[src/rtl/ptdt_pkg.sv]
package ptdt_pkg;

  // Fixed widths of the interface fields.
  localparam int unsigned TIME_W   = 16;
  localparam int unsigned EXEC_W   = 17;
  localparam int unsigned WIDE_W   = 32;
  localparam int unsigned NRT_W    = 33;
  localparam int unsigned ADDR_W   = 4;
  localparam int unsigned DATA_W   = 32;

  // Default width of the time registers.
  localparam int unsigned TIME_BITS_DEF = 16;

  typedef enum logic [1:0] {
    REG_WCET         = 2'd0,
    REG_REL_DEADLINE = 2'd1,
    REG_PERIOD       = 2'd2,
    REG_OFFSET       = 2'd3
  } reg_idx_e;

  typedef enum logic [1:0] {
    ST_IDLE      = 2'd0,
    ST_RUNNING   = 2'd1,
    ST_COMPLETED = 2'd2
  } status_e;

  // Configuration as seen by the datapath, zero-extended to the field width.
  typedef struct packed {
    logic [TIME_W-1:0] wcet;
    logic [TIME_W-1:0] rel_deadline;
    logic [TIME_W-1:0] period;
    logic [TIME_W-1:0] offset;
  } cfg_t;

  // Task state and per-beat flags handed from the step stage to the result stage.
  typedef struct packed {
    status_e                  status;
    logic signed [EXEC_W-1:0] exec_left;
    logic signed [WIDE_W-1:0] deadline_left;
    logic [TIME_W-1:0]        job_count;
    logic                     released;
    logic                     overrun;
    logic                     miss;
  } view_t;

endpackage

[src/rtl/ptdt_cfg.sv]
module ptdt_cfg #(
  parameter int unsigned TIME_BITS = ptdt_pkg::TIME_BITS_DEF
) (
  input  logic                        clk_i,
  input  logic                        rst_ni,
  input  logic                        psel,
  input  logic                        penable,
  input  logic                        pwrite,
  input  logic [ptdt_pkg::ADDR_W-1:0] paddr,
  input  logic [ptdt_pkg::DATA_W-1:0] pwdata,
  output logic [ptdt_pkg::DATA_W-1:0] prdata,
  output logic                        pready,
  output ptdt_pkg::cfg_t              cfg_o
);
  import ptdt_pkg::*;

  // Registers keep only the low bits that the time width allows.
  localparam int unsigned CFG_W = (TIME_BITS < TIME_W) ? TIME_BITS : TIME_W;

  logic [CFG_W-1:0] wcet_q, rel_deadline_q, period_q, offset_q;
  logic             wr_en;
  reg_idx_e         idx;

  assign pready = 1'b1;
  assign wr_en  = psel && penable && pwrite;
  assign idx    = reg_idx_e'(paddr[ADDR_W-1:2]);

  always_ff @(posedge clk_i or negedge rst_ni) begin
    if (!rst_ni) begin
      wcet_q         <= CFG_W'(1);
      rel_deadline_q <= CFG_W'(1);
      period_q       <= CFG_W'(1);
      offset_q       <= '0;
    end else if (wr_en) begin
      case (idx)
        REG_WCET:         wcet_q         <= pwdata[CFG_W-1:0];
        REG_REL_DEADLINE: rel_deadline_q <= pwdata[CFG_W-1:0];
        REG_PERIOD:       period_q       <= pwdata[CFG_W-1:0];
        REG_OFFSET:       offset_q       <= pwdata[CFG_W-1:0];
        default: ;
      endcase
    end
  end

  always_comb begin
    case (idx)
      REG_WCET:         prdata = DATA_W'(wcet_q);
      REG_REL_DEADLINE: prdata = DATA_W'(rel_deadline_q);
      REG_PERIOD:       prdata = DATA_W'(period_q);
      REG_OFFSET:       prdata = DATA_W'(offset_q);
      default:          prdata = '0;
    endcase
  end

  assign cfg_o.wcet         = TIME_W'(wcet_q);
  assign cfg_o.rel_deadline = TIME_W'(rel_deadline_q);
  assign cfg_o.period       = TIME_W'(period_q);
  assign cfg_o.offset       = TIME_W'(offset_q);

endmodule

[src/rtl/ptdt_step.sv]
module ptdt_step #(
  parameter int unsigned TIME_BITS = ptdt_pkg::TIME_BITS_DEF
) (
  input  logic                        clk_i,
  input  logic                        rst_ni,
  input  ptdt_pkg::cfg_t              cfg_i,
  input  logic                        in_valid_i,
  output logic                        in_ready_o,
  input  logic                        mode_i,
  input  logic                        dispatched_i,
  input  logic [ptdt_pkg::TIME_W-1:0] elapsed_i,
  input  logic                        s2_ready_i,
  output logic                        s1_valid_o,
  output ptdt_pkg::view_t             view_o
);
  import ptdt_pkg::*;

  localparam int unsigned DT_W = (TIME_BITS < TIME_W) ? TIME_BITS : TIME_W;
  localparam logic [TIME_W-1:0] DT_MASK = TIME_W'((33'd1 << DT_W) - 33'd1);

  status_e                  status_q, status_d;
  logic signed [EXEC_W-1:0] exec_q, exec_d;
  logic signed [WIDE_W-1:0] dl_q, dl_d;
  logic [WIDE_W-1:0]        total_q, total_d;
  logic [NRT_W-1:0]         nrt_q, nrt_d;
  logic [TIME_W-1:0]        count_q, count_d;
  logic                     rel_q, rel_d, ovr_q, ovr_d, miss_q, miss_d;
  logic                     v1_q;

  logic                     accept;
  logic [TIME_W-1:0]        dt;
  logic signed [EXEC_W:0]   ex_diff;
  logic signed [EXEC_W-1:0] ex_sat;
  logic [WIDE_W:0]          dl_diff;
  logic signed [WIDE_W-1:0] dl_sat;
  logic [WIDE_W:0]          tot_sum;
  logic [WIDE_W-1:0]        tot_sat;
  logic [NRT_W:0]           nrt_sum;
  logic [NRT_W-1:0]         nrt_sat;

  assign in_ready_o = !v1_q || s2_ready_i;
  assign accept     = in_valid_i && in_ready_o;
  assign s1_valid_o = v1_q;

  assign dt = elapsed_i & DT_MASK;

  // Saturating arithmetic: a sign disagreement in the top two bits means underflow.
  assign ex_diff = {exec_q[EXEC_W-1], exec_q} - $signed({2'b00, dt});
  assign ex_sat  = (ex_diff[EXEC_W] != ex_diff[EXEC_W-1]) ? {1'b1, {(EXEC_W-1){1'b0}}}
                                                          : ex_diff[EXEC_W-1:0];
  assign dl_diff = {dl_q[WIDE_W-1], dl_q} - {{(WIDE_W-TIME_W+1){1'b0}}, dt};
  assign dl_sat  = (dl_diff[WIDE_W] != dl_diff[WIDE_W-1]) ? {1'b1, {(WIDE_W-1){1'b0}}}
                                                          : dl_diff[WIDE_W-1:0];
  assign tot_sum = {1'b0, total_q} + {{(WIDE_W-TIME_W+1){1'b0}}, dt};
  assign tot_sat = tot_sum[WIDE_W] ? '1 : tot_sum[WIDE_W-1:0];
  assign nrt_sum = {1'b0, nrt_q} + {{(NRT_W-TIME_W+1){1'b0}}, cfg_i.period};
  assign nrt_sat = nrt_sum[NRT_W] ? '1 : nrt_sum[NRT_W-1:0];

  always_comb begin
    status_d = status_q;
    exec_d   = exec_q;
    dl_d     = dl_q;
    total_d  = total_q;
    nrt_d    = nrt_q;
    count_d  = count_q;
    rel_d    = 1'b0;
    ovr_d    = 1'b0;
    miss_d   = 1'b0;
    if (mode_i) begin
      status_d = ST_IDLE;
      exec_d   = $signed({1'b0, cfg_i.wcet});
      dl_d     = $signed({{(WIDE_W-TIME_W){1'b0}}, cfg_i.rel_deadline});
      total_d  = '0;
      count_d  = TIME_W'(1);
      nrt_d    = {{(NRT_W-TIME_W){1'b0}}, cfg_i.offset}
               + {{(NRT_W-TIME_W){1'b0}}, cfg_i.period};
    end else if (dispatched_i && status_q == ST_COMPLETED) begin
      ovr_d = 1'b1;
    end else begin
      if (!dispatched_i) begin
        if (status_q == ST_RUNNING) begin
          status_d = ST_IDLE;
        end
      end else begin
        exec_d   = ex_sat;
        status_d = (!ex_sat[EXEC_W-1] && ex_sat != '0) ? ST_RUNNING : ST_COMPLETED;
      end
      total_d = tot_sat;
      dl_d    = dl_sat;
      if (dl_d < $signed({{(WIDE_W-EXEC_W){exec_d[EXEC_W-1]}}, exec_d})) begin
        miss_d = 1'b1;
      end else if ({1'b0, total_d} >= nrt_q) begin
        rel_d    = 1'b1;
        count_d  = (count_q != '1) ? count_q + TIME_W'(1) : count_q;
        nrt_d    = nrt_sat;
        status_d = ST_IDLE;
        exec_d   = $signed({1'b0, cfg_i.wcet});
        dl_d     = $signed({{(WIDE_W-TIME_W){1'b0}}, cfg_i.rel_deadline});
      end
    end
  end

  always_ff @(posedge clk_i or negedge rst_ni) begin
    if (!rst_ni) begin
      status_q <= ST_IDLE;
      exec_q   <= EXEC_W'(1);
      dl_q     <= WIDE_W'(1);
      total_q  <= '0;
      nrt_q    <= NRT_W'(1);
      count_q  <= TIME_W'(1);
      rel_q    <= 1'b0;
      ovr_q    <= 1'b0;
      miss_q   <= 1'b0;
      v1_q     <= 1'b0;
    end else begin
      if (accept) begin
        status_q <= status_d;
        exec_q   <= exec_d;
        dl_q     <= dl_d;
        total_q  <= total_d;
        nrt_q    <= nrt_d;
        count_q  <= count_d;
        rel_q    <= rel_d;
        ovr_q    <= ovr_d;
        miss_q   <= miss_d;
        v1_q     <= 1'b1;
      end else if (s2_ready_i) begin
        v1_q <= 1'b0;
      end
    end
  end

  assign view_o.status        = status_q;
  assign view_o.exec_left     = exec_q;
  assign view_o.deadline_left = dl_q;
  assign view_o.job_count     = count_q;
  assign view_o.released      = rel_q;
  assign view_o.overrun       = ovr_q;
  assign view_o.miss          = miss_q;

`ifndef SYNTHESIS
  a_ovr_completed: assert property (@(posedge clk_i) disable iff (!rst_ni)
    (v1_q && ovr_q) |-> (status_q == ST_COMPLETED && !rel_q && !miss_q))
    else $error("overrun beat without a completed task");

  a_rel_reload: assert property (@(posedge clk_i) disable iff (!rst_ni)
    (v1_q && rel_q) |-> (status_q == ST_IDLE && exec_q == $signed({1'b0, cfg_i.wcet})))
    else $error("release did not reload the job");

  a_nrt_monotonic: assert property (@(posedge clk_i) disable iff (!rst_ni)
    !(accept && mode_i) |=> (nrt_q >= $past(nrt_q)))
    else $error("release point moved backwards without a restart");
`endif

endmodule

[src/rtl/ptdt_result.sv]
module ptdt_result (
  input  logic                               clk_i,
  input  logic                               rst_ni,
  input  ptdt_pkg::view_t                    view_i,
  input  logic [ptdt_pkg::TIME_W-1:0]        rel_deadline_i,
  input  logic                               s1_valid_i,
  output logic                               s2_ready_o,
  output logic                               out_valid_o,
  input  logic                               out_ready_i,
  output logic [1:0]                         status_o,
  output logic signed [ptdt_pkg::EXEC_W-1:0] remaining_exec_o,
  output logic signed [ptdt_pkg::WIDE_W-1:0] time_to_deadline_o,
  output logic signed [ptdt_pkg::WIDE_W-1:0] laxity_o,
  output logic signed [ptdt_pkg::WIDE_W-1:0] response_o,
  output logic [ptdt_pkg::TIME_W-1:0]        release_count_o,
  output logic                               released_o,
  output logic                               overrun_o,
  output logic                               deadline_miss_o,
  output logic                               is_ready_o
);
  import ptdt_pkg::*;

  logic                     out_valid_q;
  logic                     load;
  logic [WIDE_W:0]          lax_diff, resp_diff;
  logic signed [WIDE_W-1:0] lax, resp;

  assign s2_ready_o  = !out_valid_q || out_ready_i;
  assign load        = s1_valid_i && s2_ready_o;
  assign out_valid_o = out_valid_q;

  assign lax_diff = {view_i.deadline_left[WIDE_W-1], view_i.deadline_left}
                  - {{(WIDE_W-EXEC_W+1){view_i.exec_left[EXEC_W-1]}}, view_i.exec_left};
  assign lax = (lax_diff[WIDE_W] != lax_diff[WIDE_W-1])
             ? (lax_diff[WIDE_W] ? {1'b1, {(WIDE_W-1){1'b0}}} : {1'b0, {(WIDE_W-1){1'b1}}})
             : lax_diff[WIDE_W-1:0];

  assign resp_diff = {{(WIDE_W-TIME_W+1){1'b0}}, rel_deadline_i} - {lax[WIDE_W-1], lax};
  assign resp = (resp_diff[WIDE_W] != resp_diff[WIDE_W-1])
              ? (resp_diff[WIDE_W] ? {1'b1, {(WIDE_W-1){1'b0}}} : {1'b0, {(WIDE_W-1){1'b1}}})
              : resp_diff[WIDE_W-1:0];

  always_ff @(posedge clk_i or negedge rst_ni) begin
    if (!rst_ni) begin
      out_valid_q <= 1'b0;
    end else if (load) begin
      out_valid_q <= 1'b1;
    end else if (out_ready_i) begin
      out_valid_q <= 1'b0;
    end
  end

  always_ff @(posedge clk_i) begin
    if (load) begin
      status_o           <= view_i.status;
      remaining_exec_o   <= view_i.exec_left;
      time_to_deadline_o <= view_i.deadline_left;
      laxity_o           <= lax;
      response_o         <= resp;
      release_count_o    <= view_i.job_count;
      released_o         <= view_i.released;
      overrun_o          <= view_i.overrun;
      deadline_miss_o    <= view_i.miss;
      is_ready_o         <= (view_i.status == ST_IDLE) || (view_i.status == ST_RUNNING);
    end
  end

`ifndef SYNTHESIS
  a_miss_negative: assert property (@(posedge clk_i) disable iff (!rst_ni)
    (out_valid_o && deadline_miss_o) |-> laxity_o[WIDE_W-1])
    else $error("deadline miss reported with non-negative laxity");

  a_release_clean: assert property (@(posedge clk_i) disable iff (!rst_ni)
    (out_valid_o && released_o) |-> (is_ready_o && !deadline_miss_o && !overrun_o))
    else $error("release beat carries a conflicting flag");
`endif

endmodule

[src/rtl/periodic_task_deadline_tracker.sv]
// Channel  | Handshake               | Payload
// ---------+-------------------------+------------------------------------------------
// input    | in_valid_i / in_ready_o | mode_i, dispatched_i, elapsed_i
// result   | out_valid_o/out_ready_i | status_o, remaining_exec_o, time_to_deadline_o,
//          |                         | laxity_o, response_o, release_count_o,
//          |                         | released_o, overrun_o, deadline_miss_o, is_ready_o
// config   | psel, penable, pwrite   | paddr, pwdata, prdata, pready (always high)
//
// Every input beat yields exactly one result beat, via the step and result stages.
// One beat is accepted per cycle while in_ready_o is high; the state loops on itself.
// A stalled result holds in the output register while one further beat waits in the
// step stage; only then does in_ready_o fall.
// Reset (rst_ni low, asynchronous) loads the register defaults and the task state.
module periodic_task_deadline_tracker #(
  parameter int unsigned TIME_BITS = ptdt_pkg::TIME_BITS_DEF
) (
  input  logic                               clk_i,
  input  logic                               rst_ni,
  // Configuration port.
  input  logic                               psel,
  input  logic                               penable,
  input  logic                               pwrite,
  input  logic [ptdt_pkg::ADDR_W-1:0]        paddr,
  input  logic [ptdt_pkg::DATA_W-1:0]        pwdata,
  output logic [ptdt_pkg::DATA_W-1:0]        prdata,
  output logic                               pready,
  // Input channel.
  input  logic                               in_valid_i,
  output logic                               in_ready_o,
  input  logic                               mode_i,
  input  logic                               dispatched_i,
  input  logic [ptdt_pkg::TIME_W-1:0]        elapsed_i,
  // Result channel.
  output logic                               out_valid_o,
  input  logic                               out_ready_i,
  output logic [1:0]                         status_o,
  output logic signed [ptdt_pkg::EXEC_W-1:0] remaining_exec_o,
  output logic signed [ptdt_pkg::WIDE_W-1:0] time_to_deadline_o,
  output logic signed [ptdt_pkg::WIDE_W-1:0] laxity_o,
  output logic signed [ptdt_pkg::WIDE_W-1:0] response_o,
  output logic [ptdt_pkg::TIME_W-1:0]        release_count_o,
  output logic                               released_o,
  output logic                               overrun_o,
  output logic                               deadline_miss_o,
  output logic                               is_ready_o
);
  import ptdt_pkg::*;

  // The offset only takes effect at the next restart, as the step stage copies the
  // configuration into the task state then; the budget, the period and the
  // relative deadline are also read directly on each release, and the relative
  // deadline on each result.
  cfg_t  cfg;
  view_t view;
  logic  s1_valid;
  logic  s2_ready;

  ptdt_cfg #(
    .TIME_BITS(TIME_BITS)
  ) u_cfg (
    .clk_i  (clk_i),
    .rst_ni (rst_ni),
    .psel   (psel),
    .penable(penable),
    .pwrite (pwrite),
    .paddr  (paddr),
    .pwdata (pwdata),
    .prdata (prdata),
    .pready (pready),
    .cfg_o  (cfg)
  );

  // Step stage: the task state itself is the stage register, so the next beat may
  // be applied in the cycle after this one while its result moves on.
  ptdt_step #(
    .TIME_BITS(TIME_BITS)
  ) u_step (
    .clk_i       (clk_i),
    .rst_ni      (rst_ni),
    .cfg_i       (cfg),
    .in_valid_i  (in_valid_i),
    .in_ready_o  (in_ready_o),
    .mode_i      (mode_i),
    .dispatched_i(dispatched_i),
    .elapsed_i   (elapsed_i),
    .s2_ready_i  (s2_ready),
    .s1_valid_o  (s1_valid),
    .view_o      (view)
  );

  // Result stage: laxity is derived from the stored state and response from laxity and
  // the configured relative deadline; both are registered with the rest of the beat.
  ptdt_result u_result (
    .clk_i             (clk_i),
    .rst_ni            (rst_ni),
    .view_i            (view),
    .rel_deadline_i    (cfg.rel_deadline),
    .s1_valid_i        (s1_valid),
    .s2_ready_o        (s2_ready),
    .out_valid_o       (out_valid_o),
    .out_ready_i       (out_ready_i),
    .status_o          (status_o),
    .remaining_exec_o  (remaining_exec_o),
    .time_to_deadline_o(time_to_deadline_o),
    .laxity_o          (laxity_o),
    .response_o        (response_o),
    .release_count_o   (release_count_o),
    .released_o        (released_o),
    .overrun_o         (overrun_o),
    .deadline_miss_o   (deadline_miss_o),
    .is_ready_o        (is_ready_o)
  );

endmodule
[config.mk]
export PLATFORM = sky130hd
export DESIGN_NAME = periodic_task_deadline_tracker
export DESIGN_NICKNAME = d
export VERILOG_FILES = /design/src/rtl/ptdt_pkg.sv /design/src/rtl/ptdt_cfg.sv /design/src/rtl/ptdt_step.sv /design/src/rtl/ptdt_result.sv /design/src/rtl/periodic_task_deadline_tracker.sv
export SDC_FILE = /design/constraint.sdc
export NUM_CORES = 1
export LEC_CHECK = 0
export BUFFER_PORTS_ARGS = -buffer_cell sky130_fd_sc_hd__buf_2
export CAP_MARGIN = 20
export CORE_ASPECT_RATIO = 0.5
export CORE_MARGIN = 2
export CORE_UTILIZATION = 30
export CTS_BUF_LIST = sky130_fd_sc_hd__clkbuf_16
export CTS_CLUSTER_DIAMETER = 80
export DETAILED_ROUTE_END_ITERATION = 6
export PLACE_DENSITY = 0.51
export SETUP_SLACK_MARGIN = 0.4
export SLEW_MARGIN = 20
export SYNTH_ARGS = -nofsm -noshare
export SYNTH_HDL_FRONTEND = slang
export SYNTH_HIERARCHICAL = 1
export SYNTH_SLANG_ARGS = --single-unit
[constraint.sdc]
create_clock -name clk_i -period 20.7 [get_ports clk_i]
set_input_delay 0 -clock clk_i [delete_from_list [all_inputs] [get_ports clk_i]]
set_output_delay 0 -clock clk_i [all_outputs]
set_load 0.01 [all_outputs]
==> summary.md, run 1 <==
| Metric | Value |
|---|---|
| CTS tree | yes |
| DR WL/cell | 19.8 um |
| Routability Congestion | 0.902 |
| RSZ-0062 raised after global routing | false |
| Detailed Place HPWL | roughly 53000 um |
| Starting density of the core | 30.3% |
| Synth Flop Type | dfrtp_1 |
| Synth area leaders | dfrtp_1 21%, edfxtp_1 17%, ha_1 10%, a21oi_1 3.4%, nand2_1 2.8% |
| Post-CTS Setup Bufs | 0 |
| FP Rows | 72 |
| Sinks on Clock Net | 336 |
| Largest net degree at the start of global routing | 71 |
| Tcrit/Tclk final | roughly 43% |
| Outcome | complete, no violations |
| Final setup vio count | 0 |
| Syn Area/Cell | 9.94 um^2 |
| Root Driver | clkbuf_16 |
| Total of max-cap violations | 0 |
| Dominant cell type by area after synthesis | dfrtp_1 |
| Post-synth cell types | ~120 |
| Max Clk Rate | between 0.1 and 0.15 GHz |
| Most common cell after layout, fill and taps aside | ha_1 |
| CP peak stage delay | 870 ps |
| IO Count | 231 |
| H-tree depth | 2 |
| Total congestion overflow | 0 |
| EDFF count, synth | ~140 |
| Nets | 2792 |
| CTS max path bufs | 3 |
| DIE AREA | between 0.08 and 0.09 mm^2 |
| Crit start category | flop |
| Number of port buffers | slightly below 200 |
| Filler cells | 7929 |
| Sequential cell area fraction in the yosys report | 38.9% |
| Number of vias per cell | 5.26 |
| Die Y-Extent | about 200 um |
| Crit path capture type | flop |
| Setup TNS | 0 ps |
| Post-Synthesis Cells | 2349 |
| Worst-path fanout max | 23 |
| Fin. Hold Viols | 0 |
| TritonRoute pass-1 iters | 5 |
| Met3 routed WL | 2800 um |
| Post-synth top area share | between 20% and 30% |
| Final Max Tran Viols | 0 |
| Hold_buf cts | 22 |
| Clk slew on worst S/H paths | 60 ps |
| Top Metal Used | met4 |
| Synth warn | 6 |
| Flops & latches, synth | 336 |
| DRC Markers | 0 |
| CORE AREA | slightly below 0.08 mm^2 |
| Final ANT Viol Nets | 0 |
| Worst Setup SP | u_step/dl_q[0]$_DFFE_PN1P_ |
| Met2 routed WL | 32500 um |
| Wirelength, routed | a little over 70000 um |
| Worst Hold Class | in2async |
| Most frequent cells in the layout | 195 x ha_1, 194 x buf_2, 194 x dfrtp_1, 176 x nand2_1, 158 x a21oi_1 |
| Layout area overhead | 14.0% |
| Vias in the first global route | roughly 19000 |
| Critical R2R Launch | u_step/dl_q[0]$_DFFE_PN1P_ |
| Clock latency on the worst-skew pair | 570 ps |
| WP data required | 21130 ps |
| DR iter-0 viols | roughly 1300 |
| Cts bufs inserted | 38 |
| Clock Skew | 27.7 ps |
| Layout cells sized above 1 | between 10% and 20% |
| DR vias | around 19000 |
| Die width | 399 um |
| Worst Path Class, Setup | reg2reg |
| WP data arrival | 9280 ps |
| Crit-path slowest cell | nor2_2 |
| Slew margin rel. | 26.6% |
| First-pass GRT wire length | 110000 um |
| Wl on met1 | approximately 34000 um |
| Initial antenna violation count | 1 |
| Post-synthesis async set-or-reset flop share | 59.8% |
| Min Clock Period, post-route | slightly below 9000 ps |
| Slew @ Worst Pin | 1100 ps |
| CTS resizes | 0 |
| Netlist Area Pre-Place | 0.0234 mm^2 |
| Global Route Usage Sum | 17.6% |
-- critical path: cells and delay by family, from the launching register on --
kind / cells / cell delay [ps]
adders and majority gates: 4 / 1540
AOI/OAI and AO/OA: 11 / 2840
muxes: 1 / 360
and+or+nand+nor: 7 / 2230
buffers and inverters: 5 / 1300
DFF: 1 / 390
-- per-stage QoR --
stage | std cells | utilization, % | hold slack [ps] | area (um^2) | worst slack (ps)
after global routing | 3595 | 34.5 | 63.2 | 26600 | 11410
after floorplan | 2364 | - | -296 | 23400 | 13960
final | 3595 | 34.5 | 4.20 | 26600 | 11850
after global placement | 3503 | 32.7 | 72.8 | 25300 | 11850
after detailed placement | 3503 | 32.7 | 74.7 | 25300 | 11840
after CTS | 3594 | 34.5 | 33.9 | 26600 | 11800
-- cells in the mapped netlist (all sizes together), types with 9 or more instances --
cell      n
a211oi   18
a21boi    9
a21o     63
a21oi   175
a221o    20
a22o     33
a31oi    30
and2     16
and3     32
buf      56
clkbuf   56
dfrtp   194
edfxtp  135
ha      195
inv     137
mux2     68
mux2i    13
mux4     16
nand2   176
nand2b   29
nand3    54
nand4    23
nor2    142
nor2b    18
nor3     56
nor4     14
o211ai   23
o21a     38
o21ai   130
o21bai   17
o311ai   11
o31ai    28
o41ai    11
or2      20
or3      21
or4      15
xnor2    66
xor2     55
-- registers in the layout, summed over array words and instances (netlist names), 16 cells and up --
signal and flops:
u_step/nrt_q 33, u_result/release_count_o 16, u_result/time_to_deadline_o 32, u_step/total_q 32, u_result/response_o 32, u_result/remaining_exec_o 17
u_step/count_q 16, u_cfg/rel_deadline_q 16, u_step/dl_q 32, u_result/laxity_o 32, u_step/exec_q 17, u_cfg/offset_q 16
u_cfg/wcet_q 16, u_cfg/period_q 16
-- layer usage --
metal	global-route usage [%]	vias to the layer above
met3	2.38	94
met5	0	-
li1	-	9122
met1	24.6	9288
met4	5.59	0
met2	27.9	415
-- cell type report --
type	instances	area, um^2	share of cell area [%]
multi-input combinational	1778	13200	49.6
sequential	336	9090	34.2
timing repair buffer	237	1360	5.09
tap	1036	1300	4.87
clock buffer	39	976	3.67
inverter	138	518	1.95
clock inverter	30	170	0.639
antenna	1	2.50	0.00940
-- final timing paths --
kind                                                        to  slack (ps)  cells past startpoint
worst max-delay path              u_step/nrt_q[12]$_DFFE_PN0P_       11850                     28
worst min-delay path               u_step/nrt_q[5]$_DFFE_PN0P_           4                      2
max in group asynchronous       u_cfg/offset_q[15]$_DFFE_PN0P_       19270                      3
worst min register to register   u_result/released_o$_DFFE_PP_         450                      0
worst max register to register    u_step/nrt_q[12]$_DFFE_PN0P_       11850                     28
min in group clk_i               u_step/total_q[1]$_DFFE_PN0P_          80                      4
-- cells by family (layout without fill, tap and decap cells) --
logic type	count (synthesis)	after routing	synth area share [%]
AND/OR/NAND/NOR	640	640	13.8
multiplexers	97	97	5.62
other	2	18	0.0321
adder cells (fa/ha/maj)	202	202	11.0
AO/OA/AOI/OAI	701	701	21.1
XOR/XNOR	121	121	4.54
buffers and inverters	250	444	4.86
flip-flops	336	336	38.9
Power of run 1 is not shown: default switching activity piles up to over one toggle a cycle in this logic, so the estimate is an artifact.
==> run 2: changes to the inputs <==
--- a/config.mk
+++ b/config.mk
@@ -5,6 +5,7 @@
 export SDC_FILE = /design/constraint.sdc
 export NUM_CORES = 1
 export LEC_CHECK = 0
+export ABC_AREA = 1
 export BUFFER_PORTS_ARGS = -buffer_cell sky130_fd_sc_hd__buf_2
 export CAP_MARGIN = 20
 export CORE_ASPECT_RATIO = 0.5
==> constraint.sdc (replaced) <==
create_clock -name clk_i -period 8.15 [get_ports clk_i]
set_input_delay 0 -clock clk_i [delete_from_list [all_inputs] [get_ports clk_i]]
set_output_delay 0 -clock clk_i [all_outputs]
set_load 0.01 [all_outputs]
==> summary.md, run 2 <==
| Metric | Value |
|---|---|
| Outcome | complete, no violations (unchanged) |
| WP data required | 8660 ps (was 21130 ps) |
| Sequential cell area fraction in the yosys report | 36.1% (was 38.9%) |
| Vias in the first global route | 22600 (was 18600) |
| Post-CTS Setup Bufs | 0 (unchanged) |
| Crit start category | flop (unchanged) |
| Crit-path most repeated cell | nand2_1 |
| Largest net degree at the start of global routing | 119 (was 71) |
| Number of vias per cell | 4.91 (was 5.26) |
| Slew margin rel. | 42.2% (was 26.6%) |
| Initial antenna violation count | 1 (unchanged) |
| DR WL/cell | 17.2 um (was 19.8 um) |
| WP depth | 33 (was 28) |
| FP Rows | 75 (was 72) |
| WP data arrival | 7170 ps (was 9280 ps) |
| Min Clock Period, post-route | 6660 ps (was 8850 ps) |
| Crit path capture type | flop (unchanged) |
| RR Endpoint | u_step/nrt_q[27]$_DFFE_PN0P_ (was u_step/nrt_q[12]$_DFFE_PN0P_) |
| Dominant cell type by area after synthesis | dfrtp_1 (unchanged) |
| Finished Cell Area | 0.0287 mm^2 (was 0.0266 mm^2) |
| Detailed Place HPWL | 63000 um (was 53400 um) |
| Die Y-Extent | 209 um (was 201 um) |
| Post-synthesis async set-or-reset flop share | 59.8% (unchanged) |
| Wirelength, routed | 81900 um (was 71100 um) |
| Synth warn | 6 (unchanged) |
| Worst-path fanout max | 40 (was 23) |
| Met3 routed WL | 3530 um (was 2800 um) |
| DRC Markers | 0 (unchanged) |
| Starting density of the core | 30.2% (was 30.3%) |
| Worst Path Class, Setup | reg2reg (unchanged) |
| Reg2Reg Depth | 33 (was 28) |
| Delay-heaviest family, CP | simple AND/OR/NAND/NOR gates (was compound AO/OA/AOI/OAI gates) |
| Layout area overhead | 14.1% (was 14.0%) |
| Post-synth top area share | 19.3% (was 20.8%) |
| Cts bufs inserted | 40 (was 38) |
| Critical R2R Launch | u_step/dl_q[0]$_DFFE_PN1P_ (unchanged) |
| IO Count | 231 (unchanged) |
| Routability Congestion | 0.906 (was 0.902) |
| Post-synth cell types | 62 (was 115) |
| Syn Area/Cell | 7.34 um^2 (was 9.94 um^2) |
| Final ANT Viol Nets | 0 (unchanged) |
| First-pass GRT wire length | 128000 um (was 110000 um) |
| Nets | 3881 (was 2792) |
| DR vias | 23400 (was 18900) |
| EDFF count, synth | 135 (unchanged) |
| Post-route setup slack | 1490 ps (was 11850 ps) |
| Setup crit end | u_step/nrt_q[27]$_DFFE_PN0P_ (was u_step/nrt_q[12]$_DFFE_PN0P_) |
| Hold_buf cts | 27 (was 22) |
| Clock Skew | 22.5 ps (was 27.7 ps) |
| CP peak stage delay | 500 ps (was 870 ps) |
| Flops & latches, synth | 336 (unchanged) |
| Clock latency on the worst-skew pair | 580 ps (was 570 ps) |
| Sinks on Clock Net | 336 (unchanged) |
| Final setup vio count | 0 (unchanged) |
| Slew @ Worst Pin | 867 ps (was 1100 ps) |
| Most frequent cell after synthesis | nand2_1 (was ha_1) |
| DIE AREA | 0.0864 mm^2 (was 0.0803 mm^2) |
| Layout cells sized above 1 | 10.4% (was 17.4%) |
| Worst Hold Class | in2async (unchanged) |
| Global Route Usage Sum | 18.8% (was 17.6%) |
| Post-Synthesis Cells | 3431 (was 2349) |
| Synth Flop Type | dfrtp_1 (unchanged) |
| Die width | 414 um (was 399 um) |
| Crit-path slowest cell | inv_1 (was nor2_2) |
| Root Driver | clkbuf_16 (unchanged) |
| Netlist Area Pre-Place | 0.0252 mm^2 (was 0.0234 mm^2) |
| Synth area leaders | dfrtp_1 19%, edfxtp_1 16%, nand2_1 16%, ha_1 9.7%, inv_1 6.0% (was dfrtp_1 21%, edfxtp_1 17%, ha_1 10%, a21oi_1 3.4%, nand2_1 2.8%) |
| R2R setup slack | 1490 ps (was 11850 ps) |
| Antenna diodes | 0 (was 1) |
| Tcrit/Tclk final | 81.7% (was 42.7%) |
| Clk slew on worst S/H paths | 70 ps (was 60 ps) |
| Reg with most FFs | u_step/nrt_q (unchanged) |
| Buffers and inverters on the worst path | 5 (unchanged) |
| Most frequent cells in the layout | 1040 x nand2_1, 407 x inv_1, 292 x nand3_1, 219 x nor2_1, 199 x a21oi_1 (was 195 x ha_1, 194 x buf_2, 194 x dfrtp_1, 176 x nand2_1, 158 x a21oi_1) |
| Number of port buffers | 195 (unchanged) |
| Total congestion overflow | 0 (unchanged) |
| Total of max-cap violations | 0 (unchanged) |
| Worst Setup SP | u_step/dl_q[0]$_DFFE_PN1P_ (unchanged) |
| DR iter-0 viols | 1689 (was 1318) |
| Met2 routed WL | 39500 um (was 32500 um) |
| Most frequent cells after synthesis | 1041 x nand2_1, 403 x inv_1, 292 x nand3_1, 220 x nor2_1, 200 x a21oi_1 (was 195 x ha_1, 194 x dfrtp_1, 176 x nand2_1, 159 x a21oi_1, 139 x nor2_1) |
| CTS tree | yes (unchanged) |
| RSZ-0062 raised after global routing | false (unchanged) |
| Post-DP Area | 0.0271 mm^2 (was 0.0253 mm^2) |
| Most common cell after layout, fill and taps aside | nand2_1 (was ha_1) |
| Setup TNS | 0 ps (unchanged) |
| Max Clk Rate | 0.150 GHz (was 0.113 GHz) |
| CORE AREA | 0.0834 mm^2 (was 0.0772 mm^2) |
| CTS max path bufs | 3 (unchanged) |
| Top Metal Used | met5 (was met4) |
| TritonRoute pass-1 iters | 6 (was 5) |
| Post-place setup slack | 1610 ps (was 11840 ps) |
| Final Max Tran Viols | 0 (unchanged) |
| Wl on met1 | 36600 um (was 33800 um) |
| Fin. Hold Viols | 0 (unchanged) |
| CTS resizes | 0 (unchanged) |
| H-tree depth | 2 (unchanged) |
| Max reg flops | 33 (unchanged) |
==> run 2: cell count changes in the layout (fill, tap and decap cells not counted), moves of 30 or more <==
cell     before   now
nand4_1      23    91
mux2_2       58     0
nand2_1     176  1040
o21ai_1       9    46
a21o_1       62    11
xnor2_1      66    21
nor2_1      137   219
nand3_1      52   292
a21oi_1     158   199
o21ai_0     109   159
and3_1       31     1
inv_1       144   407
==> run 2: worst min path at each step <==
stage,from,slack (ps),end,cells after the start
4_1_cts,mode_i,20,u_step/count_q[0]$_DFFE_PN1P_,3
5_1_grt,rst_ni,90,u_step/miss_q$_DFFE_PN0P_,2
6_report,rst_ni,20,u_step/total_q[25]$_DFFE_PN0P_,2
2_1_floorplan,rst_ni,-300,u_cfg/offset_q[0]$_DFFE_PN0P_,0
3_3_place_gp,rst_ni,110,u_step/total_q[26]$_DFFE_PN0P_,1
3_5_place_dp,rst_ni,110,u_step/total_q[26]$_DFFE_PN0P_,1
==> run 2: per-layer routing <==
metal / GRT usage, % / up-vias
met4: 5.50 / 2
met1: 24.2 / 11100
met2: 32.5 / 473
met5: 0 / -
li1: - / 11700
met3: 2.76 / 106
==> run 2: layout make-up <==
cell class | instances | area [um^2]
clock inverter | 30 | 314
timing repair buffer | 239 | 1400
inverter | 419 | 1580
clock buffer | 42 | 1050
tap | 1116 | 1400
fill | 8917 | 54700
sequential | 336 | 9090
multi-input combinational | 2582 | 13900
==> run 2: worst register-to-register path: cells and delay by family (launching register included) <==
family	cells	cell delay [ps]
DFF	1	380
buffers and inverters	5	920
adders and majority gates	4	1100
and+or+nand+nor	16	2580
AOI/OAI and AO/OA	8	1620
==> run 2: cells by family (layout without fill, tap and decap cells) <==
kind of cell | count (synthesis) | count (layout) | synth area share [%]
compound gates | 478 | 478 | 10.3
other cells | 2 | 17 | 0.0298
mux | 1 | 1 | 0.0398
fa+ha+maj | 202 | 202 | 10.2
xor+xnor | 77 | 77 | 2.68
flops | 336 | 336 | 36.1
buf+inv | 528 | 730 | 9.00
simple gates | 1807 | 1807 | 31.6
==> run 2: metrics by stage <==
step	instances	util, %	hold WS (ps)
2_1_floorplan	3446	-	-296
3_3_place_gp	4665	32.5	114
3_5_place_dp	4665	32.5	110
4_1_cts	4764	34.4	15.6
5_1_grt	4764	34.4	89.4
6_report	4764	34.4	21.9
Power of run 2 is left out for the same reason.
